### src/design/rsmp_pkg.sv
// Package for the reservoir sampler: sizes, state codes, control structs.
`default_nettype none
package rsmp_pkg;

    localparam int MAX_SAMPLES = 16;
    localparam int KCAP        = (MAX_SAMPLES < 16) ? MAX_SAMPLES : 16;
    localparam int KW          = $clog2(KCAP + 1);
    localparam int AW          = (MAX_SAMPLES > 1) ? $clog2(MAX_SAMPLES) : 1;
    localparam int DIV_STEPS   = 32;
    localparam int DCW         = $clog2(DIV_STEPS);

    typedef enum logic [2:0] {
        ST_IDLE,
        ST_DECIDE,
        ST_DIV,
        ST_WRITE,
        ST_READ,
        ST_OUT
    } t_state;

    typedef struct packed {
        logic load;
        logic step;
        logic write;
        logic rd_start;
        logic rd;
        logic idx_inc;
        logic clear;
    } t_cmd;

    typedef struct packed {
        logic fill;
        logic div_done;
        logic eos;
        logic last;
    } t_status;

    // Reservoir size in use: zero acts as one, clamp to capacity.
    function automatic logic [KW-1:0] active_size(input logic [4:0] cfg);
        logic [KW-1:0] k;
        if (cfg == 5'd0) begin
            k = KW'(1);
        end else if (32'(cfg) > 32'(KCAP)) begin
            k = KW'(KCAP);
        end else begin
            k = KW'(cfg);
        end
        return k;
    endfunction

endpackage
`default_nettype wire

### src/design/reservoir_sampler.sv
// Top level of the streaming reservoir sampler (Algorithm R).
// Item handling while the reservoir fills: accept, decide, write; once full,
//   accept, decide, the 32-step serial modulo by count+1, then write; no new item until done.
// Readout after an end-of-stream item, per slot: memory read, then registered
//   output held until taken; min(count, k) slots.
// Synchronous active-low reset clears the FSM and item count, sets size 1; no memory reset.
`default_nettype none
module reservoir_sampler (
    input  wire logic               i_clk,
    input  wire logic               i_rst_n,
    // size register write channel
    input  wire logic               i_cfg_valid,
    output logic                    o_cfg_ready,
    input  wire logic [4:0]         i_cfg_sample_size,
    // input items
    input  wire logic               i_valid,
    output logic                    o_ready,
    input  wire logic signed [31:0] i_item_value,
    input  wire logic [31:0]        i_random_word,
    input  wire logic               i_end_of_stream,
    // result items
    output logic                    o_valid,
    input  wire logic               i_ready,
    output logic signed [31:0]      o_sample_value,
    output logic [3:0]              o_slot_index,
    output logic                    o_last_of_run
);
    import rsmp_pkg::*;

    t_cmd    cmd;
    t_status status;

    // sequencing: fill/replace decision, modulo iterations, readout walk
    rsmp_ctrl u_ctrl (
        .i_clk    (i_clk),
        .i_rst_n  (i_rst_n),
        .i_valid  (i_valid),
        .o_ready  (o_ready),
        .o_valid  (o_valid),
        .i_ready  (i_ready),
        .i_status (status),
        .o_cmd    (cmd)
    );

    // item count, divider, slot store and output register
    rsmp_dp u_dp (
        .i_clk             (i_clk),
        .i_rst_n           (i_rst_n),
        .i_cfg_valid       (i_cfg_valid),
        .o_cfg_ready       (o_cfg_ready),
        .i_cfg_sample_size (i_cfg_sample_size),
        .i_item_value      (i_item_value),
        .i_random_word     (i_random_word),
        .i_end_of_stream   (i_end_of_stream),
        .o_sample_value    (o_sample_value),
        .o_slot_index      (o_slot_index),
        .o_last_of_run     (o_last_of_run),
        .i_cmd             (cmd),
        .o_status          (status)
    );

endmodule
`default_nettype wire

### src/design/rsmp_ctrl.sv
// Controller state machine for the reservoir sampler.
`default_nettype none
module rsmp_ctrl (
    input  wire logic              i_clk,
    input  wire logic              i_rst_n,
    input  wire logic              i_valid,
    output logic                   o_ready,
    output logic                   o_valid,
    input  wire logic              i_ready,
    input  wire rsmp_pkg::t_status i_status,
    output rsmp_pkg::t_cmd         o_cmd
);
    import rsmp_pkg::*;

    t_state r_state;
    t_state n_state;

    always_ff @(posedge i_clk) begin
        if (!i_rst_n) begin
            r_state <= ST_IDLE;
        end else begin
            r_state <= n_state;
        end
    end

    always_comb begin
        n_state = r_state;
        o_cmd   = '0;
        o_ready = 1'b0;
        o_valid = 1'b0;
        unique case (r_state)
            ST_IDLE: begin
                o_ready = 1'b1;
                if (i_valid) begin
                    o_cmd.load = 1'b1;
                    n_state    = ST_DECIDE;
                end
            end
            ST_DECIDE: begin
                n_state = i_status.fill ? ST_WRITE : ST_DIV;
            end
            ST_DIV: begin
                o_cmd.step = 1'b1;
                if (i_status.div_done) begin
                    n_state = ST_WRITE;
                end
            end
            ST_WRITE: begin
                o_cmd.write = 1'b1;
                if (i_status.eos) begin
                    o_cmd.rd_start = 1'b1;
                    n_state        = ST_READ;
                end else begin
                    n_state = ST_IDLE;
                end
            end
            ST_READ: begin
                o_cmd.rd = 1'b1;
                n_state  = ST_OUT;
            end
            ST_OUT: begin
                o_valid = 1'b1;
                if (i_ready) begin
                    if (i_status.last) begin
                        o_cmd.clear = 1'b1;
                        n_state     = ST_IDLE;
                    end else begin
                        o_cmd.idx_inc = 1'b1;
                        n_state       = ST_READ;
                    end
                end
            end
            default: begin
                n_state = ST_IDLE;
            end
        endcase
    end

endmodule
`default_nettype wire

### src/design/rsmp_dp.sv
// Datapath: size register, item count, serial modulo, reservoir memory, readout.
`default_nettype none
module rsmp_dp (
    input  wire logic              i_clk,
    input  wire logic              i_rst_n,
    input  wire logic              i_cfg_valid,
    output logic                   o_cfg_ready,
    input  wire logic [4:0]        i_cfg_sample_size,
    input  wire logic signed [31:0] i_item_value,
    input  wire logic [31:0]       i_random_word,
    input  wire logic              i_end_of_stream,
    output logic signed [31:0]     o_sample_value,
    output logic [3:0]             o_slot_index,
    output logic                   o_last_of_run,
    input  wire rsmp_pkg::t_cmd    i_cmd,
    output rsmp_pkg::t_status      o_status
);
    import rsmp_pkg::*;

    logic [4:0]      r_cfg;
    logic [31:0]     r_count;
    logic [31:0]     r_val;
    logic [31:0]     r_rnd;
    logic            r_eos;
    logic [KW-1:0]   r_k;
    logic [32:0]     r_div;
    logic [32:0]     r_rem;
    logic [DCW-1:0]  r_div_cnt;
    logic [KW-1:0]   r_idx;
    logic [31:0]     r_rd_data;
    logic [31:0]     mem [MAX_SAMPLES];

    logic [33:0]     rem_sh;
    logic [33:0]     div_ext;
    logic            wr_en;
    logic [AW-1:0]   wr_addr;
    logic [KW-1:0]   n_out;

    assign o_cfg_ready = 1'b1;

    always_ff @(posedge i_clk) begin
        if (!i_rst_n) begin
            r_cfg <= 5'd1;
        end else if (i_cfg_valid) begin
            r_cfg <= i_cfg_sample_size;
        end
    end

    // restoring modulo step, one quotient bit per cycle
    assign rem_sh  = {r_rem, r_rnd[31]};
    assign div_ext = {1'b0, r_div};

    assign o_status.fill     = r_count < 32'(r_k);
    assign o_status.div_done = r_div_cnt == DCW'(DIV_STEPS - 1);
    assign o_status.eos      = r_eos;

    assign wr_en   = o_status.fill || (r_rem < 33'(r_k));
    assign wr_addr = o_status.fill ? AW'(r_count) : AW'(r_rem);

    // readout length: min(count, k)
    assign n_out         = (r_count < 32'(r_k)) ? KW'(r_count) : r_k;
    assign o_status.last = KW'(r_idx + KW'(1)) == n_out;

    always_ff @(posedge i_clk) begin
        if (!i_rst_n) begin
            r_count <= '0;
        end else if (i_cmd.write) begin
            if (r_count != 32'hFFFF_FFFF) begin
                r_count <= r_count + 32'd1;
            end
        end else if (i_cmd.clear) begin
            r_count <= '0;
        end
    end

    always_ff @(posedge i_clk) begin
        if (i_cmd.load) begin
            r_val     <= i_item_value;
            r_rnd     <= i_random_word;
            r_eos     <= i_end_of_stream;
            r_k       <= active_size(r_cfg);
            r_div     <= {1'b0, r_count} + 33'd1;
            r_rem     <= '0;
            r_div_cnt <= '0;
        end else if (i_cmd.step) begin
            r_rnd     <= {r_rnd[30:0], 1'b0};
            r_div_cnt <= r_div_cnt + DCW'(1);
            if (rem_sh >= div_ext) begin
                r_rem <= 33'(rem_sh - div_ext);
            end else begin
                r_rem <= rem_sh[32:0];
            end
        end
    end

    always_ff @(posedge i_clk) begin
        if (i_cmd.write && wr_en) begin
            mem[wr_addr] <= r_val;
        end
        if (i_cmd.rd) begin
            r_rd_data <= mem[AW'(r_idx)];
        end
    end

    always_ff @(posedge i_clk) begin
        if (i_cmd.rd_start) begin
            r_idx <= '0;
        end else if (i_cmd.idx_inc) begin
            r_idx <= r_idx + KW'(1);
        end
    end

    assign o_sample_value = r_rd_data;
    assign o_slot_index   = 4'(r_idx);
    assign o_last_of_run  = o_status.last;

endmodule
`default_nettype wire

### config.mk
export PLATFORM = sky130hd
export DESIGN_NAME = reservoir_sampler
export DESIGN_NICKNAME = d
export VERILOG_FILES = /design/src/design/rsmp_pkg.sv /design/src/design/reservoir_sampler.sv /design/src/design/rsmp_ctrl.sv /design/src/design/rsmp_dp.sv
export SDC_FILE = /design/constraint.sdc
export NUM_CORES = 1
export LEC_CHECK = 0
export ABC_AREA = 0
export BUFFER_PORTS_ARGS = -buffer_cell sky130_fd_sc_hd__buf_2
export CAP_MARGIN = 20
export CORE_MARGIN = 10
export CORE_UTILIZATION = 35
export DETAILED_ROUTE_END_ITERATION = 10
export PLACE_DENSITY_LB_ADDON = 0.05
export SETUP_SLACK_MARGIN = 0.2
export SKIP_CTS_REPAIR_TIMING = 1
export SYNTH_ARGS = -nofsm -noshare
export SYNTH_HDL_FRONTEND = slang
export SYNTH_HIERARCHICAL = 1
export SYNTH_SLANG_ARGS = --single-unit
### constraint.sdc
create_clock -name i_clk -period 4.3 [get_ports i_clk]
set_clock_uncertainty 0.05 [all_clocks]
set_input_delay 0.215 -clock i_clk [delete_from_list [all_inputs] [get_ports i_clk]]
set_output_delay 0.215 -clock i_clk [all_outputs]
set_load 0.03 [all_outputs]
==> metrics.txt <==
final HPWL from detailed placement 45.3 mm; clock transition at the register clock pins on the worst setup and hold paths after CTS 0.06 ns; max-slew headroom at the worst pin 0.293; final estimated routing congestion in global placement 0.811; first-pass GRT wire length 115 mm; achievable clock frequency 0.267 GHz; core outline area 86600 µm²; GRT met2 Usage 0.271; clock root buffer clkbuf_16; initial antenna violation count 0; Hold Path Sink u_ctrl/r_state[2]$_SDFFE_PN0P_; number of nets produced by synthesis 1907; maximum clock insertion buffer count 3; drt pass-1 iters 5; Detailed Route WL 77.2 mm; number of primary I/O pins 115; fin crit period 3.75 ns; fraction of registers with async set or reset after synthesis 0; Placed Area 32900 µm²; power per cell area 494 nW/µm²; cell-by-cell trace of the critical path ha_1 -> a21o_1 -> a21o_1 -> a21oi_1 -> o21ai_1 -> buf_4 -> clkinv_1 -> and3_1 -> a31oi_1 -> nor2_4 -> buf_4; Design Area, Final 36300 µm²; Starting Density 0.353; TritonCTS Buffers 83; H-tree lvl count 3; fraction of final layout cells sized beyond drive strength 1 0.250; count of unresolved DRC violations after routing 0; gr busiest metal met2; # Max-Cap Violations 0; startpoint type of the worst setup path register; Final Setup Violations 0; Yosys reg bits 730; insertion delay of the later-clocked pin in the worst-skew pair 0.63 ns; sequential share of the synthesized area 0.690; width of the die 315 µm; mean routed wirelength per cell 23.9 µm; Setup Crit Path Kind register to register; number of cells on the worst hold path 4; setup repair after global routing missed its margin no; worst-path cell with the longest stage delay a31oi_1; # clock sinks 730; data required time at the worst endpoint 4.61 ns; top cell type's share of synthesized area 0.636; share of the core filled with cells in the final layout 0.419; count of flip-flops with a built-in enable after synthesis 647; IR drop worst, VDD 0.328 mV; vias per cell 5.09; count of final max-slew check failures 0; Final Net Count 2132; CP Data Arrival Time 4.06 ns; result of the run finished clean; prevailing post-synth register cell edfxtp_1; met3 Usage GRT 0.0235; antenna violation net count after detailed routing 0; reported leakage power 0.0121 µW; drt initial violations 985; Hold Path Origin i_valid; Filler cells 7793; overall overflow remaining after global route 0; kind of end point of the critical path register; GRT Util Overall 0.154; post-synthesis to final-layout area growth 19.0%; share of the clock period used by the worst path 0.872; FF-to-FF Start u_dp/r_count[1]$_SDFFE_PN0P_; maximum cell stage delay along the critical path 0.69 ns; final hold violation count 0; area of the mapped netlist 30500 µm²; Cells after Synth 1784; number of rows created at floorplan 108; number of global-route vias before repair 17500; Avg Inst Size Synth 17.1 µm²; worst hold slack 0.0166 ns; TNS Setup 0 ns; die area 99500 µm²; top cell type by total area after synthesis edfxtp_1; met1 track utilization from global routing 0.194; maximum fanout along the worst path 11; Die Y 315 µm; Cell variety after synth 75; reg-to-reg slack, setup 0.55 ns; count of cells along the worst register-to-register path 11; R2R Path End u_dp/mem[14][11]$_DFFE_PP_; slew at the pin closest to its max-slew limit 1.06 ns; classification of the worst-slack hold path primary input to register; CTS tree built; count of buffers inserted at the top-level ports 113; total number of vias 16400; Area contributors post-synth edfxtp_1 64%, mux4_2 12%, dfxtp_1 5.4%; pin count of the biggest net entering global routing 132; synth warn 6
-- worst max-delay path, delay by kind of cell (launching register included) --
kind,cells,cell delay (ns)
AOI/OAI and AO/OA,5,1.51
adders and majority gates,1,0.33
buffers and inverters,3,0.77
DFF,1,0.41
and+or+nand+nor,2,0.41
-- cell families (layout without fill, tap and decap cells) --
family | Yosys count | after routing | synth area share
and+or+nand+nor | 341 | 341 | 0.0578
DFF | 730 | 730 | 0.690
adders and majority gates | 48 | 48 | 0.0199
buffers and inverters | 150 | 440 | 0.0218
AOI/OAI and AO/OA | 211 | 211 | 0.0466
other | 1 | 3 | 0.000123
xor gates and xnor gates | 74 | 74 | 0.0212
muxes | 229 | 229 | 0.142
-- cell usage after synthesis (37+ instances only) --
| cell | instances |
|---|---|
| edfxtp_1 | 647 |
| mux4_2 | 160 |
| nor2_1 | 96 |
| dfxtp_1 | 83 |
| nand2_1 | 57 |
| clkbuf_1 | 55 |
| inv_1 | 49 |
| ha_1 | 47 |
| xnor2_1 | 46 |
| a21oi_1 | 45 |
| o21ai_0 | 43 |
| nor2b_1 | 37 |
-- metal layers --
layer  share of wire  vias up
met5               0        -
met2            0.52      240
met3           0.033      102
li1                -     7514
met1            0.43     8589
met4           0.023        0
-- per-stage QoR --
stage          worst slack [ns]  cells  power, µW
2_1_floorplan             0.351   1784      10300
3_3_place_gp              0.426   3002      11000
3_5_place_dp              0.542   3003      11000
4_1_cts                   0.525   3153      18200
5_1_grt                   0.310   3229      18800
6_report                  0.551   3231      18000
-- report_power, final --
group	internal, µW	total, µW	switching (µW)
registers	8110	8430	320
clock network	4160	7030	2870
logic	1110	2500	1390
-- cells in the final DEF, fill, tap and decap left out, types with 24 or more instances in the layout --
| cell type | count |
|---|---|
| inv_1 | 49 |
| nor2_1 | 80 |
| mux2i_1 | 36 |
| clkbuf_16 | 85 |
| edfxtp_1 | 647 |
| xor2_1 | 28 |
| ha_1 | 47 |
| a21o_1 | 24 |
| a211oi_1 | 28 |
| dfxtp_1 | 79 |
| a21oi_1 | 45 |
| mux2_2 | 32 |
| dlygate4sd3_1 | 76 |
| nand2_1 | 57 |
| mux4_2 | 160 |
| buf_4 | 31 |
| xnor2_1 | 46 |
| o21ai_0 | 42 |
| buf_2 | 113 |
| nand3_1 | 31 |
| nor2b_1 | 35 |
-- state kept, by name, indices dropped and copies added (netlist names) --
name / flops
u_dp/r_k: 5
u_dp/r_cfg: 5
u_dp/r_rnd: 32
u_ctrl/r_state: 3
u_dp/r_div: 33
u_dp/r_count: 32
u_dp/r_idx: 5
u_dp/r_rem: 33
u_dp/r_eos: 1
u_dp/r_div_cnt: 5
u_dp/r_val: 32
u_dp/mem: 512
u_dp/o_sample_value: 32
-- area by class of cell --
type,instances,area [µm²],area share
Timing Repair Buffer,240,1970,0.0541
Tap cell,1155,1450,0.0398
Inverter,50,188,0.00517
Sequential cell,730,21100,0.581
Antenna cell,2,5.00,0.000138
Clock inverter,47,465,0.0128
Clock buffer,103,2220,0.0612
Multi-Input combinational cell,904,8940,0.246
-- worst max-delay path by stage --
stage	start	endpoint	slack (ns)	depth (start not counted)
5_1_grt	u_dp/r_count[1]$_SDFFE_PN0P_	u_dp/mem[14][2]$_DFFE_PP_	0.31	11
3_3_place_gp	u_dp/r_count[1]$_SDFFE_PN0P_	u_dp/r_count[1]$_SDFFE_PN0P_	0.43	14
2_1_floorplan	u_dp/r_count[1]$_SDFFE_PN0P_	u_dp/r_count[2]$_SDFFE_PN0P_	0.35	16
3_5_place_dp	u_dp/r_count[1]$_SDFFE_PN0P_	u_dp/mem[14][11]$_DFFE_PP_	0.54	11
6_report	u_dp/r_count[1]$_SDFFE_PN0P_	u_dp/mem[14][11]$_DFFE_PP_	0.55	11
4_1_cts	u_dp/r_count[1]$_SDFFE_PN0P_	u_dp/mem[14][2]$_DFFE_PP_	0.52	11
Note: power is estimated with default switching activity, not from simulation.
